--- src/selective_repeat_sender_assert.svh ---
// Assertion macros for the selective repeat sender.
`ifndef SELECTIVE_REPEAT_SENDER_ASSERT_SVH
`define SELECTIVE_REPEAT_SENDER_ASSERT_SVH

// Same-cycle implication, checked out of reset.
`define SRS_ASSERT_NOW(lbl, ante, cons, msg) \
  lbl: assert property (@(posedge clk) disable iff (!rst_n) (ante) |-> (cons)) \
    else $error(msg);

// Next-cycle implication, checked out of reset.
`define SRS_ASSERT_NEXT(lbl, ante, cons, msg) \
  lbl: assert property (@(posedge clk) disable iff (!rst_n) (ante) |=> (cons)) \
    else $error(msg);

`endif

--- src/srs_pkg.sv ---
package srs_pkg;

  localparam int WINDOW       = 4;
  localparam int SEQ_SPACE    = 8;
  localparam int PAYLOAD_BITS = 32;

  localparam int SEQ_W   = 3;
  localparam int PAY_W   = 32;
  localparam int STORE_W = (PAYLOAD_BITS < PAY_W) ? PAYLOAD_BITS : PAY_W;
  localparam int SLOT_W  = (WINDOW > 1) ? $clog2(WINDOW) : 1;
  localparam int OCC_W   = $clog2(WINDOW + 1);

  localparam int QUEUE_DEPTH = 2;
  localparam int QPTR_W      = (QUEUE_DEPTH > 1) ? $clog2(QUEUE_DEPTH) : 1;
  localparam int QCNT_W      = $clog2(QUEUE_DEPTH + 1);

  typedef logic [SEQ_W-1:0]   seq_t;
  typedef logic [STORE_W-1:0] store_t;
  typedef logic [SLOT_W-1:0]  slot_t;
  typedef logic [OCC_W-1:0]   occ_t;

  localparam occ_t             WIN_OCC = OCC_W'(WINDOW);
  localparam logic [SEQ_W:0]   SEQ_LIM = (SEQ_W + 1)'(SEQ_SPACE);
  localparam logic [OCC_W:0]   WIN_EXT = (OCC_W + 1)'(WINDOW);

  localparam logic [1:0] ACT_SEND    = 2'd0;
  localparam logic [1:0] ACT_ACK     = 2'd1;
  localparam logic [1:0] ACT_TIMEOUT = 2'd2;
  localparam logic [1:0] ACT_RSVD    = 2'd3;

  typedef enum logic [2:0] {
    EV_REFUSED = 3'd0,
    EV_SENT    = 3'd1,
    EV_ACK_OK  = 3'd2,
    EV_ACK_IGN = 3'd3,
    EV_RETX    = 3'd4,
    EV_TMO_IGN = 3'd5
  } ev_kind_t;

  typedef enum logic [2:0] {
    OP_SEND,
    OP_ACK,
    OP_ACK_BAD,
    OP_TMO,
    OP_NOP
  } op_t;

  typedef enum logic [2:0] {
    ST_IDLE,
    ST_EXEC,
    ST_SEARCH,
    ST_SLIDE,
    ST_FINISH
  } state_t;

  typedef struct packed {
    logic [1:0]       action;
    logic [PAY_W-1:0] payload_word;
    seq_t             seq_number;
    logic             checksum_ok;
  } in_item_t;

  typedef struct packed {
    ev_kind_t         event_kind;
    seq_t             packet_seq;
    logic [PAY_W-1:0] packet_payload;
    logic             window_full;
    seq_t             window_base;
  } out_item_t;

  typedef struct packed {
    op_t    op;
    store_t payload;
    seq_t   seq;
  } req_t;

  function automatic slot_t slot_add(slot_t head, occ_t pos);
    logic [OCC_W:0] s;
    s = (OCC_W + 1)'(head) + (OCC_W + 1)'(pos);
    if (s >= WIN_EXT) begin
      s = s - WIN_EXT;
    end
    return SLOT_W'(s);
  endfunction

  function automatic seq_t seq_inc(seq_t x);
    logic [SEQ_W:0] s;
    s = {1'b0, x} + (SEQ_W + 1)'(1);
    if (s == SEQ_LIM) begin
      s = '0;
    end
    return s[SEQ_W-1:0];
  endfunction

endpackage

--- src/srs_front.sv ---
module srs_front (
  input  logic               clk,
  input  logic               rst_n,
  input  logic               in_valid,
  output logic               in_ready,
  input  srs_pkg::in_item_t  in_data,
  output logic               q_valid,
  input  logic               q_pop,
  output srs_pkg::req_t      q_data
);
  import srs_pkg::*;

  req_t               fifo_r [QUEUE_DEPTH];
  logic [QPTR_W-1:0]  wr_ptr_r, wr_ptr_nxt;
  logic [QPTR_W-1:0]  rd_ptr_r, rd_ptr_nxt;
  logic [QCNT_W-1:0]  cnt_r, cnt_nxt;
  req_t               cls;
  logic               push, pop;

  // classify the request
  always_comb begin
    cls.payload = in_data.payload_word[STORE_W-1:0];
    cls.seq     = in_data.seq_number;
    unique case (in_data.action)
      ACT_SEND:    cls.op = OP_SEND;
      ACT_ACK:     cls.op = in_data.checksum_ok ? OP_ACK : OP_ACK_BAD;
      ACT_TIMEOUT: cls.op = OP_TMO;
      default:     cls.op = OP_NOP;
    endcase
  end

  assign in_ready = (cnt_r != QCNT_W'(QUEUE_DEPTH));
  assign q_valid  = (cnt_r != '0);
  assign q_data   = fifo_r[rd_ptr_r];
  assign push     = in_valid && in_ready;
  assign pop      = q_pop && q_valid;

  always_comb begin
    wr_ptr_nxt = wr_ptr_r;
    rd_ptr_nxt = rd_ptr_r;
    cnt_nxt    = cnt_r;
    if (push) begin
      wr_ptr_nxt = (wr_ptr_r == QPTR_W'(QUEUE_DEPTH - 1)) ? '0 : wr_ptr_r + QPTR_W'(1);
    end
    if (pop) begin
      rd_ptr_nxt = (rd_ptr_r == QPTR_W'(QUEUE_DEPTH - 1)) ? '0 : rd_ptr_r + QPTR_W'(1);
    end
    if (push && !pop) begin
      cnt_nxt = cnt_r + QCNT_W'(1);
    end else if (pop && !push) begin
      cnt_nxt = cnt_r - QCNT_W'(1);
    end
  end

  always_ff @(posedge clk) begin
    if (!rst_n) begin
      wr_ptr_r <= '0;
      rd_ptr_r <= '0;
      cnt_r    <= '0;
    end else begin
      wr_ptr_r <= wr_ptr_nxt;
      rd_ptr_r <= rd_ptr_nxt;
      cnt_r    <= cnt_nxt;
    end
  end

  always_ff @(posedge clk) begin
    if (push) begin
      fifo_r[wr_ptr_r] <= cls;
    end
  end

endmodule

--- src/srs_back.sv ---
module srs_back (
  input  logic               clk,
  input  logic               rst_n,
  input  logic               q_valid,
  output logic               q_pop,
  input  srs_pkg::req_t      q_data,
  output logic               out_valid,
  input  logic               out_ready,
  output srs_pkg::out_item_t out_data
);
  import srs_pkg::*;

  state_t     state_r, state_nxt;
  req_t       cur_r, cur_nxt;
  occ_t       pos_r, pos_nxt;
  slot_t      head_r, head_nxt;
  occ_t       occ_r, occ_nxt;
  seq_t       base_r, base_nxt;
  seq_t       next_r, next_nxt;
  ev_kind_t   kind_r, kind_nxt;
  seq_t       rseq_r, rseq_nxt;
  store_t     rpay_r, rpay_nxt;
  logic       out_valid_r, out_valid_nxt;
  out_item_t  out_data_r, out_data_nxt;
  logic       acked_r [WINDOW];

  store_t     pay_mem [WINDOW];
  seq_t       seq_mem [WINDOW];

  slot_t      rd_slot, wr_slot;
  logic       wr_en, ack_set, ack_clr;
  logic       full, hit, at_end, out_free;

  assign rd_slot  = slot_add(head_r, pos_r);
  assign wr_slot  = slot_add(head_r, occ_r);
  assign full     = (occ_r == WIN_OCC);
  assign at_end   = (pos_r == occ_r);
  assign hit      = (seq_mem[rd_slot] == cur_r.seq);
  assign out_free = !out_valid_r || out_ready;

  // next state
  always_comb begin
    state_nxt = state_r;
    unique case (state_r)
      ST_IDLE: begin
        if (q_valid) begin
          priority case (q_data.op)
            OP_SEND:        state_nxt = ST_EXEC;
            OP_ACK, OP_TMO: state_nxt = ST_SEARCH;
            default:        state_nxt = ST_FINISH;
          endcase
        end
      end
      ST_EXEC: state_nxt = ST_FINISH;
      ST_SEARCH: begin
        if (at_end) begin
          state_nxt = ST_FINISH;
        end else if (hit) begin
          state_nxt = (cur_r.op == OP_ACK && pos_r == '0) ? ST_SLIDE : ST_FINISH;
        end
      end
      ST_SLIDE: begin
        if (!(occ_r != '0 && acked_r[head_r])) begin
          state_nxt = ST_FINISH;
        end
      end
      ST_FINISH: begin
        if (out_free) begin
          state_nxt = ST_IDLE;
        end
      end
      default: state_nxt = ST_IDLE;
    endcase
  end

  // datapath and outputs
  always_comb begin
    cur_nxt       = cur_r;
    pos_nxt       = pos_r;
    head_nxt      = head_r;
    occ_nxt       = occ_r;
    base_nxt      = base_r;
    next_nxt      = next_r;
    kind_nxt      = kind_r;
    rseq_nxt      = rseq_r;
    rpay_nxt      = rpay_r;
    out_data_nxt  = out_data_r;
    out_valid_nxt = out_valid_r && !out_ready;
    q_pop         = 1'b0;
    wr_en         = 1'b0;
    ack_set       = 1'b0;
    ack_clr       = 1'b0;
    unique case (state_r)
      ST_IDLE: begin
        if (q_valid) begin
          q_pop    = 1'b1;
          cur_nxt  = q_data;
          pos_nxt  = '0;
          rseq_nxt = q_data.seq;
          rpay_nxt = '0;
          kind_nxt = (q_data.op == OP_ACK_BAD) ? EV_ACK_IGN : EV_TMO_IGN;
        end
      end
      ST_EXEC: begin
        if (full) begin
          kind_nxt = EV_REFUSED;
          rseq_nxt = '0;
        end else begin
          wr_en    = 1'b1;
          occ_nxt  = occ_r + OCC_W'(1);
          next_nxt = seq_inc(next_r);
          kind_nxt = EV_SENT;
          rseq_nxt = next_r;
          rpay_nxt = cur_r.payload;
        end
      end
      ST_SEARCH: begin
        if (at_end) begin
          kind_nxt = (cur_r.op == OP_ACK) ? EV_ACK_IGN : EV_TMO_IGN;
        end else if (hit) begin
          if (cur_r.op == OP_ACK) begin
            kind_nxt = EV_ACK_OK;
            ack_set  = 1'b1;
          end else begin
            kind_nxt = EV_RETX;
            rpay_nxt = pay_mem[rd_slot];
          end
        end else begin
          pos_nxt = pos_r + OCC_W'(1);
        end
      end
      ST_SLIDE: begin
        if (occ_r != '0 && acked_r[head_r]) begin
          ack_clr  = 1'b1;
          head_nxt = slot_add(head_r, OCC_W'(1));
          occ_nxt  = occ_r - OCC_W'(1);
          base_nxt = seq_inc(base_r);
        end
      end
      ST_FINISH: begin
        if (out_free) begin
          out_valid_nxt               = 1'b1;
          out_data_nxt.event_kind     = kind_r;
          out_data_nxt.packet_seq     = rseq_r;
          out_data_nxt.packet_payload = PAY_W'(rpay_r);
          out_data_nxt.window_full    = full;
          out_data_nxt.window_base    = base_r;
        end
      end
      default: ;
    endcase
  end

  assign out_valid = out_valid_r;
  assign out_data  = out_data_r;

  always_ff @(posedge clk) begin
    if (!rst_n) begin
      state_r     <= ST_IDLE;
      head_r      <= '0;
      occ_r       <= '0;
      base_r      <= '0;
      next_r      <= '0;
      out_valid_r <= 1'b0;
    end else begin
      state_r     <= state_nxt;
      head_r      <= head_nxt;
      occ_r       <= occ_nxt;
      base_r      <= base_nxt;
      next_r      <= next_nxt;
      out_valid_r <= out_valid_nxt;
    end
  end

  always_ff @(posedge clk) begin
    cur_r      <= cur_nxt;
    pos_r      <= pos_nxt;
    kind_r     <= kind_nxt;
    rseq_r     <= rseq_nxt;
    rpay_r     <= rpay_nxt;
    out_data_r <= out_data_nxt;
  end

  always_ff @(posedge clk) begin
    if (!rst_n) begin
      for (int i = 0; i < WINDOW; i++) begin
        acked_r[i] <= 1'b0;
      end
    end else if (wr_en) begin
      acked_r[wr_slot] <= 1'b0;
    end else if (ack_set) begin
      acked_r[rd_slot] <= 1'b1;
    end else if (ack_clr) begin
      acked_r[head_r] <= 1'b0;
    end
  end

  always_ff @(posedge clk) begin
    if (wr_en) begin
      pay_mem[wr_slot] <= cur_r.payload;
      seq_mem[wr_slot] <= next_r;
    end
  end

endmodule

--- src/selective_repeat_sender.sv ---
// Channel  Ports                          Moves
// in       in_valid/in_ready/in_data      send, ack or timeout request
// out      out_valid/out_ready/out_data   one event per request, in order
//
// A send passes through the execute and finish states; an ack or timeout searches the window
// from the oldest entry to its match, and an ack of the oldest then slides out each retired entry.
// The window search and slide step one entry a cycle in the back sequencer.
// A two-entry request queue takes up to two requests while the back end is busy.
// rst_n is synchronous; it empties the window and queue.
`include "selective_repeat_sender_assert.svh"

module selective_repeat_sender (
  input  logic               clk,
  input  logic               rst_n,
  input  logic               in_valid,
  output logic               in_ready,
  input  srs_pkg::in_item_t  in_data,
  output logic               out_valid,
  input  logic               out_ready,
  output srs_pkg::out_item_t out_data
);
  import srs_pkg::*;

  logic q_valid;
  logic q_pop;
  req_t q_data;

  srs_front u_front (
    .clk      (clk),
    .rst_n    (rst_n),
    .in_valid (in_valid),
    .in_ready (in_ready),
    .in_data  (in_data),
    .q_valid  (q_valid),
    .q_pop    (q_pop),
    .q_data   (q_data)
  );

  srs_back u_back (
    .clk       (clk),
    .rst_n     (rst_n),
    .q_valid   (q_valid),
    .q_pop     (q_pop),
    .q_data    (q_data),
    .out_valid (out_valid),
    .out_ready (out_ready),
    .out_data  (out_data)
  );

  `SRS_ASSERT_NOW(a_refused_full, out_valid && out_data.event_kind == EV_REFUSED,
    out_data.window_full && out_data.packet_seq == '0, "refused send with open window")
  `SRS_ASSERT_NOW(a_ignored_nopay, out_valid && (out_data.event_kind == EV_ACK_IGN ||
    out_data.event_kind == EV_TMO_IGN || out_data.event_kind == EV_ACK_OK),
    out_data.packet_payload == '0, "payload on event without packet")
  `SRS_ASSERT_NEXT(a_push_queued, in_valid && in_ready, q_valid, "accepted request lost")
  `SRS_ASSERT_NOW(a_pop_valid, q_pop, q_valid, "pop from empty queue")

endmodule

--- config.mk ---
export PLATFORM = sky130hd
export DESIGN_NAME = selective_repeat_sender
export DESIGN_NICKNAME = d
export VERILOG_FILES = /design/src/srs_pkg.sv /design/src/srs_front.sv /design/src/srs_back.sv /design/src/selective_repeat_sender.sv
export VERILOG_INCLUDE_DIRS = /design/src /design/src/src
export SDC_FILE = /design/constraint.sdc
export NUM_CORES = 1
export LEC_CHECK = 0
export ABC_CLOCK_PERIOD_IN_PS = 6030
export BUFFER_PORTS_ARGS = -buffer_cell sky130_fd_sc_hd__buf_2
export CORE_ASPECT_RATIO = 0.8
export CORE_MARGIN = 1
export CORE_UTILIZATION = 60
export DETAILED_ROUTE_END_ITERATION = 8
export PLACE_DENSITY = 0.84
export RECOVER_POWER = 25
export SLEW_MARGIN = 10
export SYNTH_ARGS = -nofsm -noshare
export SYNTH_HDL_FRONTEND = slang
export SYNTH_HIERARCHICAL = 1
export SYNTH_SLANG_ARGS = --single-unit
--- constraint.sdc ---
create_clock -name clk -period 6.03 [get_ports clk]
set_input_delay 0 -clock clk [delete_from_list [all_inputs] [get_ports clk]]
set_output_delay 0 -clock clk [all_outputs]
set_load 0.03 [all_outputs]
* Word level (Yosys, flattened, before mapping)
Memories as Yosys holds them, arrays and structs flattened. A register that Yosys moved wholly into a read port is not among the register bits.
Index checks and enable logic that the tools add are counted.
** Cells by class
- Equal/unequal tests :: 26
- Reduce and logical (&&, ||, !) cells :: 37
- $add $sub $neg :: 15
- $lt $le $gt $ge :: 3
- Mux-type cells :: 84
- Bitwise gates (word level) :: 1
** Operator list (number)
- two-way mux 32 bit :: 5
- one-hot mux 32 bit (3 select lines) :: 1
- two-way mux 3 bit :: 21
- two-way mux 1 bit :: 39
- one-hot mux 3 bit (2 select lines) :: 4
- two-way mux 2 bit :: 11
- one-hot mux 3 bit (3 select lines) :: 2
- one-hot mux 3 bit (5 select lines) :: 1
- inequality test 2 bit (second input constant) :: 7
- == test 3 x 2 -> 1 bit (second input constant) :: 4
- AND reduction 2 bit :: 5
- nonzero test 2 bit :: 5
- == test 3 x 1 -> 1 bit (second input constant) :: 3
- logical NOT 3 bit :: 3
- adder 2 x 3 -> 4 bit :: 2
- adder 3 x 1 -> 4 bit (second input constant) :: 2
- == test 4 bit (second input constant) :: 2
- >= comparator 4 x 3 -> 1 bit (second input constant) :: 2
- AND reduction 4 bit :: 2
- subtractor 2 x 1 -> 2 bit (second input constant) :: 4
- logical AND 1 bit :: 7
- adder 3 x 1 -> 3 bit (second input constant) :: 2
- == test 3 bit :: 2
- == test 3 bit (second input constant) :: 2
- 18 further kinds :: 28
** Storage, ports and cells
- Memories :: 4
- Logic and storage cells :: 191
- Register bits :: 140
- Memory bits (writable) :: 220
- Bits of input ports :: 42
- Output and inout bits :: 44
** Memory list
- u_back.pay_mem :: words 4, bits a word 32, rd ports 1, clocked after memory_dff 0, write ports 1, RTL line srs_back.sv:27 : store_t pay_mem [WINDOW];
- u_front.fifo_r :: words 2, bits a word 38, rd ports 1, clocked after memory_dff 1, write ports 1, RTL line srs_front.sv:13 : req_t fifo_r [QUEUE_DEPTH];
- u_back.seq_mem :: words 4, bits a word 3, rd ports 1, clocked after memory_dff 0, write ports 1, RTL line srs_back.sv:28 : seq_t seq_mem [WINDOW];
- u_back.acked_r :: words 4, bits a word 1, rd ports 1, clocked after memory_dff 1, write ports 4, RTL line srs_back.sv:25 : logic acked_r [WINDOW];

* Logic depth before layout (Yosys ltp)
Gate-level depths: netlist of the first run.
An unclocked memory read counts as a cell.
- Depth after elaboration :: 15
- Depth in mapped cells :: 10
- Depth with buffers taken out :: 8

* Modules after synthesis
The synthesis of the first run kept the hierarchy.
** By module, submodules not included
- srs_back :: cells each 531, instances 1, area each 10483.8 sq um, sequential area each 8267.9 sq um
- srs_front :: cells each 148, instances 1, area each 3012.9 sq um, sequential area each 2382.3 sq um

* Least setup slack after synthesis of the first run
Ideal clock, no wire load.
- Kind :: register to register
- Start point :: register u_back.state_r[0]
- End point :: memory u_back/pay_mem[2][0] in the netlist's numbering, enable pin
- Library setup time :: 471 ps
- Path buffers :: 3
- Period minus slack after synthesis :: 4520 ps
- Slack :: 1510 ps
- Data arrival time :: 4050 ps
- Required time :: 5559 ps
- Stages on the path, launching flop included :: 7
- Cells stage by stage :: dfxtp_1 -> clkbuf_1 -> or3b_2 -> clkbuf_1 -> or2_2 -> clkbuf_1 -> nor3_1
** On the way
- Longest elaborated chain between the ends :: 4
** Ends and longest elaborated chain
- start: declaration :: RTL line srs_back.sv:13 : state_t state_r, state_nxt;
- start signal: assignment :: RTL line srs_back.sv:166 : state_r <= state_nxt;
- == test 3 x 1 -> 1 bit :: RTL line srs_back.sv:93 : unique case (state_r)
- two-way mux 1 bit :: RTL line srs_back.sv:93
- two-way mux 1 bit :: RTL line srs_back.sv:199 : if (wr_en) begin
- two-way mux 1 bit (not written as such) :: RTL line srs_back.sv:200 : pay_mem[wr_slot] <= cur_r.payload;
- end: declaration :: RTL line srs_back.sv:27
No other way between the ends.

* Worst setup path in the final report of the first run
- Start point :: register u_back.pos_r[0]
- End point :: register u_back.rpay_r[14], enable pin
** On the way
- Longest elaborated chain between the ends :: 7
- Elaborated cells on any way between the ends :: 10
- Those cells by class :: 2 x add/sub; 1 x order compare; 4 x eq/ne; 1 x mux; 1 x reduce/logical; 1 x memory
** Ends and longest elaborated chain
- start: declaration :: RTL line srs_back.sv:15 : occ_t pos_r, pos_nxt;
- start signal: assignment :: RTL line srs_back.sv:177 : pos_r <= pos_nxt;
- adder 2 x 3 -> 4 bit :: RTL line srs_pkg.sv:79 : s = (OCC_W + 1)'(head) + (OCC_W + 1)'(pos);
- >= comparator 4 x 3 -> 1 bit or subtractor 2 x 1 -> 2 bit (tied branches) :: RTL line srs_pkg.sv:80, srs_pkg.sv:81
- two-way mux 2 bit :: RTL line srs_pkg.sv:80 : if (s >= WIN_EXT) begin
- memory read (4 x 3 bit)
- == test 3 bit :: RTL line srs_back.sv:38 : assign hit = (seq_mem[rd_slot] == cur_r.seq);
- inequality test 2 x 1 -> 1 bit (no line)
- AND reduction 6 bit (no line) (*)
- end signal: assignment :: RTL line srs_back.sv:180 : rpay_r <= rpay_nxt;
- end: declaration :: RTL line srs_back.sv:22 : store_t rpay_r, rpay_nxt;
Mark *: on every way between the ends. The rest lies on a longest branch, timed or not.
A chain may end at the register's enable or synchronous reset.

==> results.cfg, run 1 <==
[setup_path]
path_max_fanout = 36
required_ps = 6150
crit_type = flop to flop
critical-path-top-delay-family = XOR/XNOR gates
cp.arrival_ps = 4240
slowest_delay_ps = 1020
endpoint_kind = flop
startpoint_type = flop
worst_path_max_delay_cell = xnor3_2
path_cells = ha_2, xnor3_2, mux4_2, xnor2_1, nand3_1, o21ai_0, a21oi_1, nor2_4
crit_buf_inv = 0

[pwr]
power_mw = 7.85
p_leak_nw = 5.34
p_per_area_mw_per_mm2 = 497
ir_worst_vdd_mv = 0.318

[timing]
timing_hold_violations_final = 0
whs_ps = 49.1
setup_viol = 0
post-route-min-period_ps = 4120
finalClockSkew_ps = 13.5
tns_ps = 0
fmax_mhz = 243
rsz0062_at_grt = false
slew_headroom_pct = 22.2
worst_pin_slew_ps = 1150
period_share_pct = 68.4
maxSlewViolCount = 0

[place]
gp_congestion = 0.867
placed_area_mm2 = 0.0143
dp_hpwl_um = 14700
port_buffers = 85

[grt]
grt_pass1_vias = 6913
grt_start_max_net_pins = 43
grt_pass1_wl_um = 39400
grtUsageTotal_pct = 23.1
grt_overflow = 0
antenna_found_initial = 0

[outcome]
status = finished, final reports clean

[yosys]
synth_area_mm2 = 0.0135
syn_inst = 679
synth.distinct_cells = 52
syn_nets = 729
synth_seq_area_share_pct = 78.9
async_flop_share_pct = 0
ys_seq_elements = 363
avgSynthCellArea_um2 = 19.9
ys.flop_type = edfxtp_1
synth_edf_count = 338
synth_warnings = 6

[clock_network]
ctsResizeCount = 0
cts.sinks = 363
cts_buffers = 34
path_clk_slew_ps = 60
cts_tree = yes
clock_path_buffers = 3
htreeDepth = 2
clkLatencyLatePin_ps = 510
cts_root_buf = clkbuf_16

[detailed_routing]
routedWlPerCell_um = 22.5
drc_errors = 0
ant_nets = 0
drt_iter0_drc = 600
totalWireLength_um = 25800
drtPass1Iterations = 5
routed-via-count = 6811
viasPerCell = 5.95

[die]
die-area_mm2 = 0.0231
num_io_pins = 86
die_w_um = 170
start_util_pct = 61.9
rows = 48
dieHeight_um = 136
coreArea_mm2 = 0.0218

[finish]
final_cell_area_mm2 = 0.0158
mostFrequentLayoutCells = edfxtp_1, buf_2, dlygate4sd3_1, mux2_2
nNetsFinal = 872
final_layout_size_suffix_gt1_share_pct = 24.1
areaGrowthSynthToFinish_pct = 17.1
antenna_cells = 0
post-route-util_pct = 72.5
final_common_cell = edfxtp_1

[hold_path]
hp-class = input pin to flop

[job]
max_cap_viol_count = 0
[cells by family after synthesis]
| logic type | Yosys count | share of synthesized area, % |
|---|---|---|
| flops | 363 | 78.9 |
| xor+xnor | 24 | 1.67 |
| mux | 76 | 9.23 |
| fa+ha+maj | 8 | 0.797 |
| simple gates | 93 | 3.75 |
| compound gates | 81 | 4.58 |
| buf+inv | 34 | 1.06 |
[final timing paths]
kind | start | slack (ps) | depth (start not counted) | end
setup / recovery | u_back/pos_r[0] | 1910 | 8 | u_back/rpay_r[14]
hold / removal | rst_n | 50 | 2 | u_back/head_r[0]
setup reg to reg | u_back/pos_r[0] | 1910 | 8 | u_back/rpay_r[14]
hold reg to reg | u_back/rpay_r[1] | 420 | 0 | u_back/out_data[5]
[per-layer routing]
layer  vias to the layer above  wire length [µm]  track usage (%)
met3                        47              1640             3.38
li1                       2996                 -                -
met5                         -                 0                0
met1                      3471             10800             31.7
met4                         0               507             7.46
met2                       297             12900             38.8
[power by group]
group / internal, mW / switching, mW / total [mW]
Combinational: 0.637 / 0.990 / 1.63
Sequential: 3.63 / 0.399 / 4.02
Clock: 1.33 / 0.863 / 2.20
Total: 5.59 / 2.25 / 7.85
[flip-flops by register name (all words and copies together), names as in the netlist, 4 cells and up, named ones only]
name / count
u_back/pay_mem: 128
u_front/fifo_r: 76
u_back/out_data: 42
u_back/cur_r: 38
u_back/rpay_r: 32
u_back/seq_mem: 12
u_back/acked_r: 4
[cell type report]
cell class / count / area, µm²
Timing Repair Buffer: 133 / 853
Inverter: 8 / 30.0
Multi-Input combinational cell: 282 / 2750
Sequential cell: 363 / 10700
Clock inverter: 15 / 221
Fill cell: 1225 / 6000
Tap cell: 300 / 375
Clock buffer: 44 / 920
[synth_stat cells (all sizes together), types with 5 or more instances]
library cell	instances	area share, %
nand2	20	0.56
nor2	21	0.58
nand2b	8	0.43
nor3	6	0.22
ha	7	0.65
mux2	38	3.2
xor2	8	0.52
a21boi	5	0.28
mux4	35	5.8
clkbuf	17	0.47
o21ai	11	0.41
buf	9	0.36
edfxtp	338	75
xnor2	15	0.97
a21oi	10	0.37
dfxtp	25	3.7
inv	8	0.22
and2	13	0.60
a22o	36	2.3
[metrics by stage]
step                      std cells  worst slack [ps]
after CTS                      1145              1860
after detailed placement       1045              1940
after floorplan                 679              1510
after global placement         1045              2090
after global routing           1145              1630
final                          1145              1910
[timing repair]
item | in CTS | in global routing
hold buffers | 41 | 0
endpoints found under the hold margin | 79 | 0
setup buffers | 0 | 0
setup endpoints to repair | 0 | 0
Note: power is estimated with default switching activity, not from simulation.
==> run 2, diff against run 1 <==
--- a/config.mk
+++ b/config.mk
@@ -6,13 +6,13 @@
 export SDC_FILE = /design/constraint.sdc
 export NUM_CORES = 1
 export LEC_CHECK = 0
-export ABC_CLOCK_PERIOD_IN_PS = 6030
+export ABC_CLOCK_PERIOD_IN_PS = 3700
 export BUFFER_PORTS_ARGS = -buffer_cell sky130_fd_sc_hd__buf_2
 export CORE_ASPECT_RATIO = 0.8
 export CORE_MARGIN = 1
-export CORE_UTILIZATION = 60
+export CORE_UTILIZATION = 54
 export DETAILED_ROUTE_END_ITERATION = 8
-export PLACE_DENSITY = 0.84
+export PLACE_DENSITY = 0.8
 export RECOVER_POWER = 25
 export SLEW_MARGIN = 10
 export SYNTH_ARGS = -nofsm -noshare
==> constraint.sdc (replaced) <==
create_clock -name clk -period 3.7 [get_ports clk]
set_input_delay 0 -clock clk [delete_from_list [all_inputs] [get_ports clk]]
set_output_delay 0 -clock clk [all_outputs]
set_load 0.03 [all_outputs]
==> run 2 against run 1 <==
  * First-iteration DRC count fell by 22%
  * Hold slack got worse by 28 ps
  * Routed wire length fell by 7.2%
  * Global-route usage fell by 4.1 points
  * Critical path depth fell by 2
==> results.cfg, run 2 (synthesis gave the netlist of run 1 again) <==
[clock_network]
path_clk_slew_ps = 60
clock_path_buffers = 3
htreeDepth = 2
cts.sinks = 363
cts_tree = yes
clkLatencyLatePin_ps = 510
ctsHoldBuffers = 41
cts_buffers = 35
cts_root_buf = clkbuf_16
post_cts_buffers = 0
ctsResizeCount = 0

[timing]
finalClockSkew_ps = 20.8
post-route-min-period_ps = 3150
maxSlewViolCount = 0
fmax_mhz = 317
setup_viol = 0
tns_ps = 0
rsz0062_at_grt = false
worst_pin_slew_ps = 1130
period_share_pct = 85.2
timing_hold_violations_final = 0
slew_headroom_pct = 23.8
whs_ps = 20.8

[setup_path]
endpoint_kind = flop
path_max_fanout = 13
crit_type = flop to flop
crit_buf_inv = 0
required_ps = 3830
startpoint = u_back/pos_r[0]
r2r_setup_slack_ps = 550
path_cells = ha_2, mux4_2, xor2_1, nor3_1, o22ai_1, o21ai_0
worstReg2RegStart = u_back/pos_r[0]
slowest_delay_ps = 640
critical-path-top-delay-family = adder cells
worst_path_max_delay_cell = ha_2
cp.arrival_ps = 3290
startpoint_type = flop
rr_endpoint = u_back/kind_r[2]
r2r_cells = 6

[place]
dp_hpwl_um = 14200
place_inst = 1072
placed_area_mm2 = 0.0144
port_buffers = 85
gp_congestion = 0.865

[die]
rows = 51
die-area_mm2 = 0.0256
num_io_pins = 86
die_w_um = 179
coreArea_mm2 = 0.0244
start_util_pct = 55.2
dieHeight_um = 143

[pwr]
power_mw = 12.6
p_per_area_mw_per_mm2 = 792
ir_worst_vdd_mv = 0.386
p_leak_nw = 5.38

[finish]
nNetsFinal = 882
final_cell_area_mm2 = 0.0159
instances_no_fill = 1175
final_layout_size_suffix_gt1_share_pct = 25.6
mostFrequentLayoutCells = edfxtp_1, buf_2, dlygate4sd3_1, mux2_2
final_common_cell = edfxtp_1
largest_register_ffs = 128
areaGrowthSynthToFinish_pct = 17.6
antenna_cells = 0
regMostFlops = u_back/pay_mem

[grt]
grt_pass1_wl_um = 36100
antenna_found_initial = 0
grt_pass1_vias = 6511
grt_start_max_net_pins = 43
grt_overflow = 0
grtUsageTotal_pct = 19.0

[hold_path]
hold_start = rst_n
whs_path_depth = 2
hold_end = u_back/head_r[0]
hp-class = input pin to flop

[detailed_routing]
drtPass1Iterations = 4
viasPerCell = 5.61
ant_nets = 0
routedWlPerCell_um = 20.4
totalWireLength_um = 23900
routed-via-count = 6586
drc_errors = 0
drt_iter0_drc = 470

[job]
max_cap_viol_count = 0

[outcome]
status = finished, final reports clean
==> run 2: changes by cell type in the layout (fill, tap and decap cells not counted), moves of 2 or more <==
| cell | before | now |
|---|---|---|
| buf_12 | 0 | 2 |
| buf_2 | 57 | 60 |
| buf_4 | 7 | 14 |
| bufinv_16 | 6 | 2 |
| clkbuf_1 | 36 | 31 |
| clkinv_1 | 7 | 9 |
| clkinv_2 | 2 | 5 |
==> run 2: through the flow <==
step           utilization [%]  worst slack [ps]
2_1_floorplan                -               263
3_3_place_gp              58.9               585
3_5_place_dp              58.9               543
4_1_cts                   65.0               528
5_1_grt                   64.9               371
6_report                  64.9               549
==> run 2: worst max path at each step <==
stage | to | slack, ps | depth (start not counted)
final | u_back/kind_r[2] | 550 | 6
after floorplan | u_back/pay_mem[2][0] | 260 | 6
after detailed placement | u_back/kind_r[0] | 540 | 6
after global placement | u_back/rpay_r[20] | 590 | 8
after global routing | u_back/rpay_r[20] | 370 | 8
after CTS | u_back/kind_r[2] | 530 | 6
==> run 2: power breakdown <==
part	internal, mW	switching (mW)
Clock	1.93	1.42
Combinational	1.09	1.67
Sequential	5.90	0.550
Total	8.92	3.64
==> run 2: layout make-up <==
cell class              instances  area (µm²)
repair buffers                142         951
flip-flops and latches        363       10700
multi-input cells             282        2760
clock buffers                  43         927
clock inverters                19         153
inverters                       8        30.0
well taps                     318         398
fillers                      1638        8570
==> run 2: worst register-to-register path, stage by stage, from the launching register on <==
cell and delay [ps]:
edfxtp_1 470, ha_2 640, mux4_2 600, xor2_1 200
nor3_1 270, o22ai_1 150, o21ai_0 450
==> run 2: per-layer routing <==
metal / share of wire, % / GRT usage, % / up-vias / wire length, µm
met3: 5.3 / 3.12 / 50 / 1270
met1: 43 / 26.0 / 3313 / 10300
met2: 49 / 31.6 / 213 / 11800
met4: 2.4 / 5.93 / 0 / 572
li1: - / - / 3010 / -
met5: 0 / 0 / - / 0
